[src/led_running_bar_animator_defines.svh]
// ----------------------------------------------------------------------------
// led_running_bar_animator_defines
// Assertion macros shared by the animator modules.
// ----------------------------------------------------------------------------
`ifndef LED_RUNNING_BAR_ANIMATOR_DEFINES_SVH
`define LED_RUNNING_BAR_ANIMATOR_DEFINES_SVH

// same-cycle implication, off during reset
`define LRBA_ASSERT_IMPL(lbl, clk, rst_n, ante, cons, msg) \
    lbl: assert property (@(posedge clk) disable iff (!rst_n) (ante) |-> (cons)) \
        else $error(msg);

// next-cycle implication, off during reset
`define LRBA_ASSERT_NEXT(lbl, clk, rst_n, ante, cons, msg) \
    lbl: assert property (@(posedge clk) disable iff (!rst_n) (ante) |=> (cons)) \
        else $error(msg);

`endif

[src/lrba_pkg.sv]
// ----------------------------------------------------------------------------
// lrba_pkg
// Types, constants and the bump shape table of the running bar animator.
// ----------------------------------------------------------------------------
package lrba_pkg;

    localparam int LAMP_W     = 6;   // lamp index width
    localparam int LEVEL_W    = 8;
    localparam int STEP_W     = 12;
    localparam int POS_W      = 14;  // 6.8 position, 6 integer bits
    localparam int RING_W     = 15;  // holds NUM_LAMPS*256 itself
    localparam int BUMP_IDX_W = 4;
    localparam int CFG_IDX_W  = 2;
    localparam int IN_DATA_W  = 8;
    localparam int OUT_DATA_W = 32;

    localparam int POS_INIT    = 50 * 256;
    localparam int START2_INIT = 25;

    localparam logic [STEP_W-1:0]  STEP0_RESET = 12'd200;
    localparam logic [STEP_W-1:0]  STEP1_RESET = 12'd150;
    localparam logic [STEP_W-1:0]  STEP2_RESET = 12'd175;
    localparam logic [LEVEL_W-1:0] LEVEL_FULL  = 8'hff;
    localparam logic [LEVEL_W-1:0] LEVEL_NONE  = 8'h00;

    typedef enum logic [1:0] {
        MODE_OFF   = 2'd0,
        MODE_WHITE = 2'd1,
        MODE_BARS  = 2'd2,
        MODE_PAUSE = 2'd3
    } t_mode;

    typedef enum logic [CFG_IDX_W-1:0] {
        CFG_MODE  = 2'd0,
        CFG_STEP0 = 2'd1,
        CFG_STEP1 = 2'd2,
        CFG_STEP2 = 2'd3
    } t_cfg_idx;

    typedef enum logic [3:0] {
        ST_IDLE   = 4'b0001,
        ST_EMIT   = 4'b0010,
        ST_REDUCE = 4'b0100,
        ST_UPDATE = 4'b1000
    } t_state;

    typedef struct packed {
        logic  load;    // start of frame: clear lamp counter, load bump offsets, latch mode
        logic  emit;    // push one lamp into the output register
        logic  reduce;  // fold steps into the ring
        logic  update;  // move positions and starts
        t_mode mode;
    } t_cmd;

    typedef struct packed {
        logic slot_free;
        logic last_lamp;
    } t_sts;

    function automatic logic [LEVEL_W-1:0] bump_shape(input logic [BUMP_IDX_W-1:0] idx);
        logic [LEVEL_W-1:0] v;
        unique case (idx)
            4'd0:    v = 8'h20;
            4'd1:    v = 8'h70;
            4'd2:    v = 8'ha0;
            4'd3:    v = 8'hb0;
            4'd4:    v = 8'hd0;
            4'd5:    v = 8'hf0;
            4'd6:    v = 8'hff;
            4'd7:    v = 8'hff;
            4'd8:    v = 8'hf0;
            4'd9:    v = 8'hd0;
            4'd10:   v = 8'hb0;
            4'd11:   v = 8'ha0;
            4'd12:   v = 8'h70;
            4'd13:   v = 8'h20;
            default: v = 8'h00;
        endcase
        return v;
    endfunction

endpackage

[src/lrba_ctrl.sv]
// ----------------------------------------------------------------------------
// lrba_ctrl
// Frame sequencer: takes requests, walks the lamps, then in bars mode moves the bars.
// ----------------------------------------------------------------------------
`include "led_running_bar_animator_defines.svh"

module lrba_ctrl
    import lrba_pkg::*;
(
    input  logic  i_clk,
    input  logic  i_rst_n,
    input  logic  i_s_tvalid,
    output logic  o_s_tready,
    input  logic  i_frame,
    input  t_mode i_mode,
    input  t_sts  i_sts,
    output t_cmd  o_cmd
);

    t_state r_state, n_state;
    logic   r_bars,  n_bars;
    logic   w_accept;

    assign o_s_tready = (r_state == ST_IDLE);
    assign w_accept   = i_s_tvalid && o_s_tready;

    always_comb begin
        n_state      = r_state;
        n_bars       = r_bars;
        o_cmd.load   = 1'b0;
        o_cmd.emit   = 1'b0;
        o_cmd.reduce = 1'b0;
        o_cmd.update = 1'b0;
        o_cmd.mode   = i_mode;
        unique case (r_state)
            ST_IDLE: begin
                // a request in pause mode or a zero tick is taken and dropped
                if (w_accept && i_frame && (i_mode != MODE_PAUSE)) begin
                    o_cmd.load = 1'b1;
                    n_bars     = (i_mode == MODE_BARS);
                    n_state    = ST_EMIT;
                end
            end
            ST_EMIT: begin
                if (i_sts.slot_free) begin
                    o_cmd.emit = 1'b1;
                    if (i_sts.last_lamp) begin
                        n_state = r_bars ? ST_REDUCE : ST_IDLE;
                    end
                end
            end
            ST_REDUCE: begin
                o_cmd.reduce = 1'b1;
                n_state      = ST_UPDATE;
            end
            ST_UPDATE: begin
                o_cmd.update = 1'b1;
                n_state      = ST_IDLE;
            end
            default: begin
                n_state = ST_IDLE;
            end
        endcase
    end

    always_ff @(posedge i_clk) begin
        if (!i_rst_n) begin
            r_state <= ST_IDLE;
            r_bars  <= 1'b0;
        end else begin
            r_state <= n_state;
            r_bars  <= n_bars;
        end
    end

    `LRBA_ASSERT_IMPL(a_update_after_reduce, i_clk, i_rst_n, r_state == ST_UPDATE, $past(r_state) == ST_REDUCE, "update without reduce")
    `LRBA_ASSERT_NEXT(a_update_to_idle, i_clk, i_rst_n, r_state == ST_UPDATE, r_state == ST_IDLE, "update did not return to idle")
    `LRBA_ASSERT_NEXT(a_drop_stays_idle, i_clk, i_rst_n, w_accept && (!i_frame || (i_mode == MODE_PAUSE)), r_state == ST_IDLE, "dropped request started a frame")

endmodule

[src/lrba_dp.sv]
// ----------------------------------------------------------------------------
// lrba_dp
// Lamp and bump offset counters, output register and position arithmetic.
// ----------------------------------------------------------------------------
`include "led_running_bar_animator_defines.svh"

module lrba_dp
    import lrba_pkg::*;
#(
    parameter int NUM_LAMPS = 64,
    parameter int BUMP_LEN  = 14
) (
    input  logic                  i_clk,
    input  logic                  i_rst_n,
    input  t_cmd                  i_cmd,
    output t_sts                  o_sts,
    input  logic [STEP_W-1:0]     i_step0,
    input  logic [STEP_W-1:0]     i_step1,
    input  logic [STEP_W-1:0]     i_step2,
    output logic                  o_m_tvalid,
    input  logic                  i_m_tready,
    output logic [OUT_DATA_W-1:0] o_m_tdata,
    output logic                  o_m_tlast
);

    localparam logic [LAMP_W-1:0] LAST_LAMP    = LAMP_W'(NUM_LAMPS - 1);
    localparam logic [LAMP_W-1:0] LAMP_COUNT   = LAMP_W'(NUM_LAMPS);  // 64 wraps to 0
    localparam logic [LAMP_W-1:0] BUMP_END     = LAMP_W'(BUMP_LEN);
    localparam logic [RING_W-1:0] RING         = RING_W'(NUM_LAMPS * 256);
    localparam logic [POS_W-1:0]  POS_RESET    = POS_W'(POS_INIT % (NUM_LAMPS * 256));
    localparam logic [LAMP_W-1:0] START2_RESET = LAMP_W'(START2_INIT % NUM_LAMPS);

    logic [LAMP_W-1:0]     r_lamp;
    logic [LAMP_W-1:0]     r_off   [3];
    logic [LAMP_W-1:0]     r_start [3];
    logic [POS_W-1:0]      r_pos   [3];
    logic [POS_W-1:0]      r_stepr [3];
    t_mode                 r_kind;
    logic                  r_tvalid;
    logic [OUT_DATA_W-1:0] r_tdata;
    logic                  r_tlast;

    logic [STEP_W-1:0]  w_step  [3];
    logic [POS_W-1:0]   n_stepr [3];
    logic [POS_W-1:0]   n_pos   [3];
    logic [LAMP_W-1:0]  n_off0  [3];
    logic [LEVEL_W-1:0] w_lvl   [3];
    logic [RING_W-1:0]  w_s     [3];
    logic [RING_W-1:0]  w_sum   [3];
    logic [RING_W-1:0]  w_fwd   [3];
    logic [RING_W-1:0]  w_bwd;

    assign w_step[0] = i_step0;
    assign w_step[1] = i_step1;
    assign w_step[2] = i_step2;

    assign o_sts.slot_free = !r_tvalid || i_m_tready;
    assign o_sts.last_lamp = (r_lamp == LAST_LAMP);

    always_comb begin
        for (int i = 0; i < 3; i++) begin
            // offset of lamp 0 inside the bump: (0 - start) mod NUM_LAMPS
            n_off0[i] = (r_start[i] == '0) ? '0 : LAMP_COUNT - r_start[i];

            unique case (r_kind)
                MODE_BARS:  w_lvl[i] = (r_off[i] < BUMP_END) ?
                                       bump_shape(r_off[i][BUMP_IDX_W-1:0]) : LEVEL_NONE;
                MODE_WHITE: w_lvl[i] = LEVEL_FULL;
                default:    w_lvl[i] = LEVEL_NONE;
            endcase

            // a step never exceeds twice the ring, one subtract folds it
            w_s[i]     = RING_W'(w_step[i]);
            n_stepr[i] = (w_s[i] >= RING) ? POS_W'(w_s[i] - RING) : POS_W'(w_s[i]);

            w_sum[i] = RING_W'(r_pos[i]) + RING_W'(r_stepr[i]);
            w_fwd[i] = (w_sum[i] >= RING) ? (w_sum[i] - RING) : w_sum[i];
        end

        // channel 2 runs backward; borrow is repaired by one ring
        w_bwd = RING_W'(r_pos[2]) - RING_W'(r_stepr[2]);
        if (r_pos[2] < r_stepr[2]) begin
            w_bwd = w_bwd + RING;
        end

        n_pos[0] = POS_W'(w_fwd[0]);
        n_pos[1] = POS_W'(w_fwd[1]);
        n_pos[2] = POS_W'(w_bwd);
    end

    always_ff @(posedge i_clk) begin
        if (!i_rst_n) begin
            r_tvalid   <= 1'b0;
            r_pos[0]   <= POS_RESET;
            r_pos[1]   <= POS_RESET;
            r_pos[2]   <= POS_RESET;
            r_start[0] <= '0;
            r_start[1] <= '0;
            r_start[2] <= START2_RESET;
        end else begin
            if (i_cmd.emit) begin
                r_tvalid <= 1'b1;
            end else if (i_m_tready) begin
                r_tvalid <= 1'b0;
            end
            if (i_cmd.update) begin
                for (int i = 0; i < 3; i++) begin
                    r_pos[i]   <= n_pos[i];
                    r_start[i] <= n_pos[i][POS_W-1:8];
                end
            end
        end
    end

    always_ff @(posedge i_clk) begin
        if (i_cmd.load) begin
            r_lamp <= '0;
            r_kind <= i_cmd.mode;
            for (int i = 0; i < 3; i++) begin
                r_off[i] <= n_off0[i];
            end
        end else if (i_cmd.emit) begin
            r_lamp  <= r_lamp + 1'b1;
            r_tdata <= {2'b00, w_lvl[2], w_lvl[1], w_lvl[0], r_lamp};
            r_tlast <= (r_lamp == LAST_LAMP);
            for (int i = 0; i < 3; i++) begin
                r_off[i] <= (r_off[i] == LAST_LAMP) ? '0 : r_off[i] + 1'b1;
            end
        end
        if (i_cmd.reduce) begin
            for (int i = 0; i < 3; i++) begin
                r_stepr[i] <= n_stepr[i];
            end
        end
    end

    assign o_m_tvalid = r_tvalid;
    assign o_m_tdata  = r_tdata;
    assign o_m_tlast  = r_tlast;

    `LRBA_ASSERT_IMPL(a_last_on_final_lamp, i_clk, i_rst_n, r_tvalid && r_tlast, r_tdata[LAMP_W-1:0] == LAST_LAMP, "tlast on wrong lamp")
    `LRBA_ASSERT_IMPL(a_pos0_in_ring, i_clk, i_rst_n, 1'b1, RING_W'(r_pos[0]) < RING, "pos0 left the ring")
    `LRBA_ASSERT_IMPL(a_pos2_in_ring, i_clk, i_rst_n, 1'b1, RING_W'(r_pos[2]) < RING, "pos2 left the ring")

endmodule

[src/led_running_bar_animator.sv]
// ----------------------------------------------------------------------------
// led_running_bar_animator
// One colour beat per lamp for each frame tick outside pause mode; three running bars in mode 2.
// ----------------------------------------------------------------------------
// Channel   Dir  Beat                                   Accepted when
// s_axis    in   tdata[0] frame_request                 tvalid & tready
// m_axis    out  tdata lamp, red, green, blue; tlast    tvalid & tready
// cfg       in   idx, data (mode, three steps)          wen
//
// A request is taken only while idle, then one lamp leaves per cycle while the
// sink keeps tready high, NUM_LAMPS lamps a frame as the lamp walk sets them.
// After a bars frame, ST_REDUCE folds the steps and ST_UPDATE moves the bars.
// A stalled sink holds the walk; the output register keeps the beat it has.
// Reset is synchronous and needs no clearing pass.
// ----------------------------------------------------------------------------
module led_running_bar_animator
    import lrba_pkg::*;
#(
    parameter int NUM_LAMPS = 64,
    parameter int BUMP_LEN  = 14
) (
    input  logic                  i_clk,
    input  logic                  i_rst_n,
    input  logic                  i_s_axis_tvalid,
    output logic                  o_s_axis_tready,
    input  logic [IN_DATA_W-1:0]  i_s_axis_tdata,   // [0] frame_request
    output logic                  o_m_axis_tvalid,
    input  logic                  i_m_axis_tready,
    output logic [OUT_DATA_W-1:0] o_m_axis_tdata,   // [5:0] lamp_index, [13:6] chan0_level,
                                                    // [21:14] chan1_level, [29:22] chan2_level
    output logic                  o_m_axis_tlast,
    input  logic                  i_cfg_wen,
    input  logic [CFG_IDX_W-1:0]  i_cfg_idx,
    input  logic [STEP_W-1:0]     i_cfg_data
);

    t_mode             r_mode;
    logic [STEP_W-1:0] r_step0;
    logic [STEP_W-1:0] r_step1;
    logic [STEP_W-1:0] r_step2;
    t_cmd              w_cmd;
    t_sts              w_sts;

    always_ff @(posedge i_clk) begin
        if (!i_rst_n) begin
            r_mode  <= MODE_BARS;
            r_step0 <= STEP0_RESET;
            r_step1 <= STEP1_RESET;
            r_step2 <= STEP2_RESET;
        end else if (i_cfg_wen) begin
            unique case (t_cfg_idx'(i_cfg_idx))
                CFG_MODE:  r_mode  <= t_mode'(i_cfg_data[1:0]);
                CFG_STEP0: r_step0 <= i_cfg_data;
                CFG_STEP1: r_step1 <= i_cfg_data;
                CFG_STEP2: r_step2 <= i_cfg_data;
                default:   r_mode  <= r_mode;
            endcase
        end
    end

    lrba_ctrl u_ctrl (
        .i_clk      (i_clk),
        .i_rst_n    (i_rst_n),
        .i_s_tvalid (i_s_axis_tvalid),
        .o_s_tready (o_s_axis_tready),
        .i_frame    (i_s_axis_tdata[0]),
        .i_mode     (r_mode),
        .i_sts      (w_sts),
        .o_cmd      (w_cmd)
    );

    lrba_dp #(
        .NUM_LAMPS (NUM_LAMPS),
        .BUMP_LEN  (BUMP_LEN)
    ) u_dp (
        .i_clk      (i_clk),
        .i_rst_n    (i_rst_n),
        .i_cmd      (w_cmd),
        .o_sts      (w_sts),
        .i_step0    (r_step0),
        .i_step1    (r_step1),
        .i_step2    (r_step2),
        .o_m_tvalid (o_m_axis_tvalid),
        .i_m_tready (i_m_axis_tready),
        .o_m_tdata  (o_m_axis_tdata),
        .o_m_tlast  (o_m_axis_tlast)
    );

endmodule
[config.mk]
export PLATFORM = sky130hd
export DESIGN_NAME = led_running_bar_animator
export DESIGN_NICKNAME = d
export VERILOG_FILES = /design/src/lrba_pkg.sv /design/src/lrba_ctrl.sv /design/src/lrba_dp.sv /design/src/led_running_bar_animator.sv
export VERILOG_INCLUDE_DIRS = /design/src /design/src/src
export SDC_FILE = /design/constraint.sdc
export NUM_CORES = 1
export LEC_CHECK = 0
export BUFFER_PORTS_ARGS = -buffer_cell sky130_fd_sc_hd__buf_2
export CAP_MARGIN = 30
export CORE_ASPECT_RATIO = 0.8
export CORE_MARGIN = 5
export CORE_UTILIZATION = 40
export DETAILED_ROUTE_END_ITERATION = 7
export MAX_ROUTING_LAYER = met4
export PLACE_DENSITY = 0.63
export REMOVE_ABC_BUFFERS = 1
export SYNTH_ARGS = -nofsm -noshare
export SYNTH_HDL_FRONTEND = slang
export SYNTH_SLANG_ARGS = --single-unit
[constraint.sdc]
create_clock -name i_clk -period 4.8 [get_ports i_clk]
set_input_delay 1.2 -clock i_clk [delete_from_list [all_inputs] [get_ports i_clk]]
set_output_delay 1.2 -clock i_clk [all_outputs]
set_load 0.05 [all_outputs]
==> results of run 1 <==
-- layout make-up --
class                   instances  area (µm²)  area share [%]
multi-input cells             630        3938           38.42
well taps                     306       382.9           3.736
flip-flops and latches        180        4905           47.86
clock buffers                  23       520.5           5.079
repair buffers                 58       305.3           2.979
clock inverters                 9       62.56          0.6104
inverters                      36       135.1           1.319
-- cells in the final DEF (no fill, tap or decap), types with 21 or more instances in the layout --
master                     instances
sky130_fd_sc_hd__nand2_1         138
sky130_fd_sc_hd__edfxtp_1        130
sky130_fd_sc_hd__nor2_1           77
sky130_fd_sc_hd__ha_1             54
sky130_fd_sc_hd__a21oi_1          53
sky130_fd_sc_hd__buf_2            52
sky130_fd_sc_hd__dfxtp_1          50
sky130_fd_sc_hd__inv_1            35
sky130_fd_sc_hd__nand3_1          32
sky130_fd_sc_hd__xor2_1           29
sky130_fd_sc_hd__o21ai_0          27
sky130_fd_sc_hd__a21boi_0         24
sky130_fd_sc_hd__a21o_1           21
-- worst max path at each step --
| stage | slack [ns] | start | endpoint |
|---|---|---|---|
| after floorplan | 1.30 | u_ctrl.r_state[2] | u_dp.r_stepr[0][0] |
| after global placement | 1.97 | i_s_axis_tdata[0] | u_dp.r_off[0][12] |
| after detailed placement | 1.96 | i_m_axis_tready | u_dp.r_off[0][12] |
| after CTS | 2.00 | u_ctrl.r_state[0] | o_s_axis_tready |
| after global routing | 1.94 | u_ctrl.r_state[0] | o_s_axis_tready |
| final | 2.04 | u_ctrl.r_state[0] | o_s_axis_tready |
-- where the power goes --
part	total [mW]	switching (mW)	internal, mW
sequential	1.74	0.0398	1.71
clock	1.37	0.597	0.768
combinational	0.230	0.145	0.0856
total	3.34	0.781	2.56
-- flip-flops by register name, summed over array words and instances (netlist names), 2 cells and up --
signal / flops
u_dp.r_pos: 42
u_dp.r_stepr: 36
u_dp.o_m_tdata: 21
u_dp.r_off: 18
r_step0: 12
r_step1: 12
r_step2: 12
u_dp.r_start: 10
u_dp.r_lamp: 6
u_ctrl.r_state: 4
r_mode: 2
u_dp.r_kind: 2
-- routing by layer --
metal  vias up  wire length, µm  GRT usage (%)
met3        13              772          2.701
met1      2904             9092          20.60
met5         -                0              -
li1       3213                -              -
met4         0              172          3.616
met2       118             7340          19.74
-- cell families (layout without fill, tap and decap cells) --
logic type | after synthesis | after routing | synth area share, %
flops | 180 | 180 | 53.48
fa+ha+maj | 57 | 57 | 8.022
buf+inv | 76 | 126 | 3.711
xor+xnor | 46 | 46 | 4.393
simple gates | 330 | 330 | 16.59
other cells | 1 | 2 | 0.04089
compound gates | 191 | 191 | 13.33
mux | 4 | 4 | 0.4366
-- per-stage QoR --
step           worst slack (ns)  hold WS [ns]  area [µm²]
6_report                  2.040        0.4276       10250
3_5_place_dp              1.960        0.4146        9666
3_3_place_gp              1.974        0.4117        9666
5_1_grt                   1.940        0.4359       10250
2_1_floorplan             1.301        0.4081        8970
4_1_cts                   2.003        0.4272       10250
-- critical path, stage by stage, from the launching register on --
cell                      delay [ns]
sky130_fd_sc_hd__dfxtp_1        0.47
sky130_fd_sc_hd__nor4b_2        0.33
sky130_fd_sc_hd__buf_2          0.33
==> summary by stage, run 1 <==
Run status
The run finished with clean final reports.

GRT
The maximum number of pins on one net before global-route repair is 53. The number of antenna violations at the first check in global routing is 0. The via count of the first global-routing pass is 5723. The total grt overflow is 0. Global routing used 13.97% of the available tracks.

The first global-routing pass estimated 28810 µm of wire.

Critical path
The setup slack of the most critical reg-to-reg path is 2.37 ns. STA puts the critical path data arrival time at 1.56 ns. STA classifies the critical path startpoint as a register.

Counting cells, the worst reg-to-reg path comes to 8. The data required time at the worst endpoint is 3.60 ns. The worst setup path is captured at an output port. The highest fanout seen on the critical path is 7. The endpoint identified for the worst register-to-register timing path is u_dp.r_pos[0][10].

The launch point of the worst reg-to-reg path is u_dp.r_stepr[0][0]. The critical path is of the register to output port type.

Timing
The minimum clock period is 2.760 ns. The worst path uses 57.49% of the clock period. The tightest slew margin relative to the limit is 42.02%. The count of endpoints failing hold in the final timing report came to 0. The final setup TNS is 0 ns. Setup repair after global routing left no endpoint under its margin.

Setup violations remaining at the end of the flow were counted as 0. For this run, the top clock speed supported by timing is 362.4 MHz. For the pin with the worst max-slew slack, the measured transition is 0.8664 ns. The max-slew violation count is 0. Across the routed clock network, the largest skew measured is 0.008842 ns.

Final layout
The count of antenna diodes in the layout is 0. In the final layout, the share of cells above drive strength 1 is 11.11%. Once layout is complete, the cells apart from fillers number 1242. The fill cell instance count of the final layout is 2120. The count of nets after finishing is 1007. Relative to the synthesized area, the layout overhead comes to 11.75%. Cells fill 45.55% of the core in the end.

Synth
Summed over all instances, the cell type with the most area after synthesis is sky130_fd_sc_hd__edfxtp_1. The sequential fraction of the synthesis area is 53.48%. The dominant cell by count in the synthesized netlist is sky130_fd_sc_hd__nand2_1. The synthesized netlist contains 55 unique library cells. The synthesized design contains 130 enable-type register cells. The flop and latch count out of synthesis is 180. The yosys synthesis warning count is 0. The predominant post-synthesis flop cell is sky130_fd_sc_hd__edfxtp_1. The area share of the largest cell type after synthesis is 42.56%.

A synthesized cell averages 10.36 µm². The number of instances in the synthesized netlist is 885. In this run the cell area of the synthesized design comes to 9171 µm². By count the netlist is led by sky130_fd_sc_hd__nand2_1 (138), sky130_fd_sc_hd__edfxtp_1 (130), sky130_fd_sc_hd__nor2_1 (77), sky130_fd_sc_hd__ha_1 (54), sky130_fd_sc_hd__a21oi_1 (53).

In the post-synthesis netlist, the biggest area contributors are sky130_fd_sc_hd__edfxtp_1 (43%), sky130_fd_sc_hd__dfxtp_1 (11%), sky130_fd_sc_hd__ha_1 (7.4%). After synthesis, the share of flip-flops with an asynchronous set or reset is 0%.

Placed design
The congestion estimate from routability-driven global placement came to 0.7901. The instance count after placement with tap cells included is 1210. The detailed placement HPWL is 11890 µm. The count of input and output buffers is 52.

Floorplan
The core region area is 22500 µm². The effective utilization at floorplan is 40.76%. From bottom edge to top edge, the die measures 145.4 µm. The die is 179.3 µm wide. The overall die area is 26080 µm². The number of I/O pins is 62. The placement row count is 49.

Routing
The ratio of routed vias to standard cells is 5.031. The post-route antenna net violation count is 0. In the final routed layout, each cell accounts on average for 13.99 µm. The detailed-route DRC error count is 0. For this block, the routed nets add up to 17380 µm of wire. The total iterations of the first detailed-routing run is 5.

In this run, the number of DRC markers left after iteration 0 of detailed routing was 494. The total via count in the routed design is 6248.

Min path
The worst hold path was traced through 0 stages. The start point of the worst min-delay path is r_step1[1]. The worst hold path class is register to register. The path with the worst hold slack has its endpoint at u_dp.r_stepr[0][13].

Clock network
The number of buffers inserted during clock tree synthesis is 17. TritonCTS built the clock tree. The number of setup buffers added after CTS is 0.

After clock tree synthesis, the flow added hold-fix buffers numbering 0. The clock-pin slew on the worst setup and hold paths is 0.07 ns. The clock passes through at most 2 buffers. The clock latency at the later pin of the worst-skew pair is 0.42 ns. The maximum level of the CTS H-tree is 4. The cell sitting at the root of the clock tree is a sky130_fd_sc_hd__clkbuf_16. The clock drives 180 sinks. Post-CTS repair changed the size of 0 cells.

Power and ir drop
The completed layout was analyzed and its total power is 3.340 mW. Summed over all cells, the static leakage comes to 3.964 nW. The peak supply drop is 205.6 µV.

The total power per unit cell area is 325.9 nW/µm².

Flow run
The number of violations of the max-capacitance limit is 0.
Note: power is estimated with default switching activity, not from simulation.
==> run 2, diff against run 1 <==
--- a/config.mk
+++ b/config.mk
@@ -13,7 +13,7 @@
 export CORE_UTILIZATION = 40
 export DETAILED_ROUTE_END_ITERATION = 7
 export MAX_ROUTING_LAYER = met4
-export PLACE_DENSITY = 0.63
+export PLACE_DENSITY = 0.65
 export REMOVE_ABC_BUFFERS = 1
 export SYNTH_ARGS = -nofsm -noshare
 export SYNTH_HDL_FRONTEND = slang
==> constraint.sdc (replaced) <==
create_clock -name i_clk -period 2.35 [get_ports i_clk]
set_input_delay 0.5875 -clock i_clk [delete_from_list [all_inputs] [get_ports i_clk]]
set_output_delay 0.5875 -clock i_clk [all_outputs]
set_load 0.05 [all_outputs]
==> summary by stage, run 2 (synthesis gave the netlist of run 1 again) <==
Power and ir drop
IR analysis of the VDD net gives a maximum drop of 416.0 µV. The internal power summed over all cells is 5.236 mW. The share of power burned in the clock network is 40.9%. For this design the total switching power over the nets is 1.620 mW. In this run the static leakage power is 4.065 nW.

Sequential cells burn 52.0% of the power. For this design the ratio of total power to cell area is 657.1 nW/µm². The combinational power share is 7.2%.

Net switching is 23.63% of the power.

Critical path
Data arrives at the worst endpoint at 2.38 ns. The data required time at the worst endpoint is 2.51 ns. In this run the worst path has a maximum fanout of 3. The launch point of the worst reg-to-reg path is u_dp.r_stepr[0][0].

The worst setup path is of the register to register kind. Across all register-to-register paths, the minimum setup slack is 0.12 ns. Traced cell by cell, the critical path runs through ha_1, fa_2, a211oi_2, or3_4, a21oi_2, o21ai_2, xor2_1, nand2_1.

The endpoint class of the critical path is a register. In this design, the stage delay of the slowest critical-path cell is 0.37 ns. The start point of the critical path is u_dp.r_stepr[0][0]. The category of the worst setup path launch point is a register.

The critical path crosses 8 cells after its start point. The buffering stage count on the worst path with inverters included is 0. The endpoint identified for the worst register-to-register timing path is u_dp.r_pos[0][12]. Counting cells, the worst reg-to-reg path comes to 8.

The cell family contributing the most delay on the critical path is adder cells. Among all stages on the critical path, the largest delay is contributed by sky130_fd_sc_hd__edfxtp_1.

Routing
For this run, design rule violations remaining after detail routing come to 0. Wires add up to 17580 µm. The routed length per placed instance is 14.00 µm.

For this block, the via count after detailed routing is 6362. The first routing iteration left 342 violations. The total iterations of the first detailed-routing run is 6. The detail route stage leaves a number of antenna-violating nets equal to 0. Using the TritonRoute via totals, the vias-per-cell ratio works out to 5.065.

Final layout
The share of cells above drive strength 1 is 13.68%. The net count of the finished layout is 1021. The top cell types in the final layout, fill and taps aside, are sky130_fd_sc_hd__nand2_1 (138), sky130_fd_sc_hd__edfxtp_1 (130), sky130_fd_sc_hd__nor2_1 (77), sky130_fd_sc_hd__ha_1 (54). The growth of design area from synthesis to finish is 13.75%. The most common cell after layout, fill and taps aside is sky130_fd_sc_hd__nand2_1. The final design area excluding fillers is 10430 µm². The count of antenna diodes in the layout is 0.

The flip-flop count of the largest register, all copies and words added is 42. u_dp.r_pos holds more flip-flops than any other register.

Clock network
The clock tree root buffer cell is sky130_fd_sc_hd__clkbuf_16. The clock tree from TritonCTS is built. In this run, CTS created clock tree buffers numbering 17.

The clock-pin slew on the worst setup and hold paths is 0.07 ns. The maximum level of the CTS H-tree is 4. The number of sinks driven by the clock tree is 180. The clock latency at the later pin of the worst-skew pair is 0.42 ns. The number of setup buffers added after CTS is 0. The maximum root-to-sink buffer count is 2.

Timing
The pin slew with the least headroom to its limit is 0.6153 ns. The minimum clock period is 2.225 ns. The final setup skew is 0.009698 ns. The max-slew violation count is 0. The ratio of final minimum period to clock period is 94.70%. The final setup violation count is 0. After layout, the worst setup slack is 0.1246 ns. The count of endpoints failing hold in the final timing report is 0.

Static timing analysis puts the maximum clock frequency at 449.4 MHz. Measured against its own limit, the worst slew margin works out to 58.89%.

Placed design
The count of input and output buffers is 52. The worst slack after detailed placement is 0.01399 ns. After detailed placement, the total cell area comes to 9796 µm². The final RePlAce weighted congestion is 0.8156. Detailed placement ended at an HPWL of 12340 µm.

GRT
The via count of the first global-routing pass is 5847. The maximum number of pins on one net before global-route repair is 44. The number of antenna violations at the first check in global routing is 0. The wire length of the first global-routing pass is 29610 µm. The total grt overflow is 0. The total track usage is 14.34%.

Floorplan
The core region area is 22500 µm². The number of I/O pins is 62. The placement row count is 49. The y dimension of the die is 145.4 µm. The effective utilization at floorplan is 40.76%. The floorplan step defined a die boundary enclosing 26080 µm².

In this run the horizontal extent of the chip is 179.3 µm.

Min path
The tightest min-delay check is of the input pin to register type. The worst min-delay path endpoint is r_step1[2]. The worst hold path begins at i_cfg_data[2]. The worst hold path was traced through 3 stages.

Run status
The run finished with clean final reports.

Flow run
The number of violations of the max-capacitance limit is 0.
## run 2: cell count changes in the layout (fill, tap and decap cells not counted), sizes merged
cell and delta:
buf +14, bufinv +1, clkbuf -4, clkinv +5
clkinvlp -3, inv +1
## run 2: power by group through the flow
stage	clock network (mW)	logic [mW]	registers (mW)
CTS	2.86	0.490	3.56
finish	2.80	0.492	3.56
detailed placement	0	0.486	3.63
global placement	0	0.482	3.63
global route	3.03	0.556	3.57
floorplan	0	0.323	3.63
## run 2: layout make-up
| cell class | instances | area [µm²] |
|---|---|---|
| inverters | 36 | 135.1 |
| well taps | 306 | 382.9 |
| repair buffers | 72 | 435.4 |
| flip-flops and latches | 180 | 4905 |
| clock buffers | 19 | 464.2 |
| fillers | 2111 | 12070 |
| multi-input cells | 630 | 3990 |
| clock inverters | 13 | 120.1 |
## run 2: how the worst max path moves through the flow
stage	slack (ns)	to
floorplan	-1.15	u_dp.r_stepr[0][0]
global placement	0.06	u_dp.r_pos[0][12]
detailed placement	0.01	u_dp.r_pos[0][12]
CTS	0.0002	u_dp.r_pos[0][12]
global route	-0.01	u_dp.r_pos[0][26]
finish	0.12	u_dp.r_pos[0][12]
## run 2: stage by stage
| stage | std cells | hold slack [ns] | utilization, % | power (mW) | setup TNS (ns) |
|---|---|---|---|---|---|
| after floorplan | 846 | 0.4081 | - | 3.958 | -58.31 |
| after global placement | 1224 | 0.4117 | 43.54 | 4.110 | 0 |
| after detailed placement | 1224 | 0.4126 | 43.54 | 4.118 | 0 |
| after CTS | 1256 | 0.4050 | 46.13 | 6.913 | 0 |
| after global routing | 1256 | 0.4193 | 46.37 | 7.158 | -0.01278 |
| final | 1256 | 0.4218 | 46.37 | 6.855 | 0 |
## run 2: routing by layer
| layer | GRT usage, % | up-vias | share of wire [%] |
|---|---|---|---|
| met5 | - | - | 0 |
| met4 | 3.921 | 0 | 0.97 |
| met3 | 2.727 | 14 | 5.3 |
| met2 | 19.95 | 117 | 43 |
| met1 | 21.39 | 2978 | 51 |
| li1 | - | 3253 | - |
## run 2: worst reg2reg max path: cells and delay by family, from the launching register on
kind                     cells  cell delay (ns)
AO/OA/AOI/OAI                3             0.52
XOR/XNOR                     1             0.19
adder cells (fa/ha/maj)      2             0.62
flip-flops                   1             0.37
AND/OR/NAND/NOR              2             0.26
## run 2: what timing repair did
| item | in CTS | in global routing |
|---|---|---|
| hold buffers | 0 | 0 |
| resized for setup | 0 | 11 |
| endpoints found under the hold margin | 0 | 0 |
| endpoints found under the setup margin | 0 | 8 |
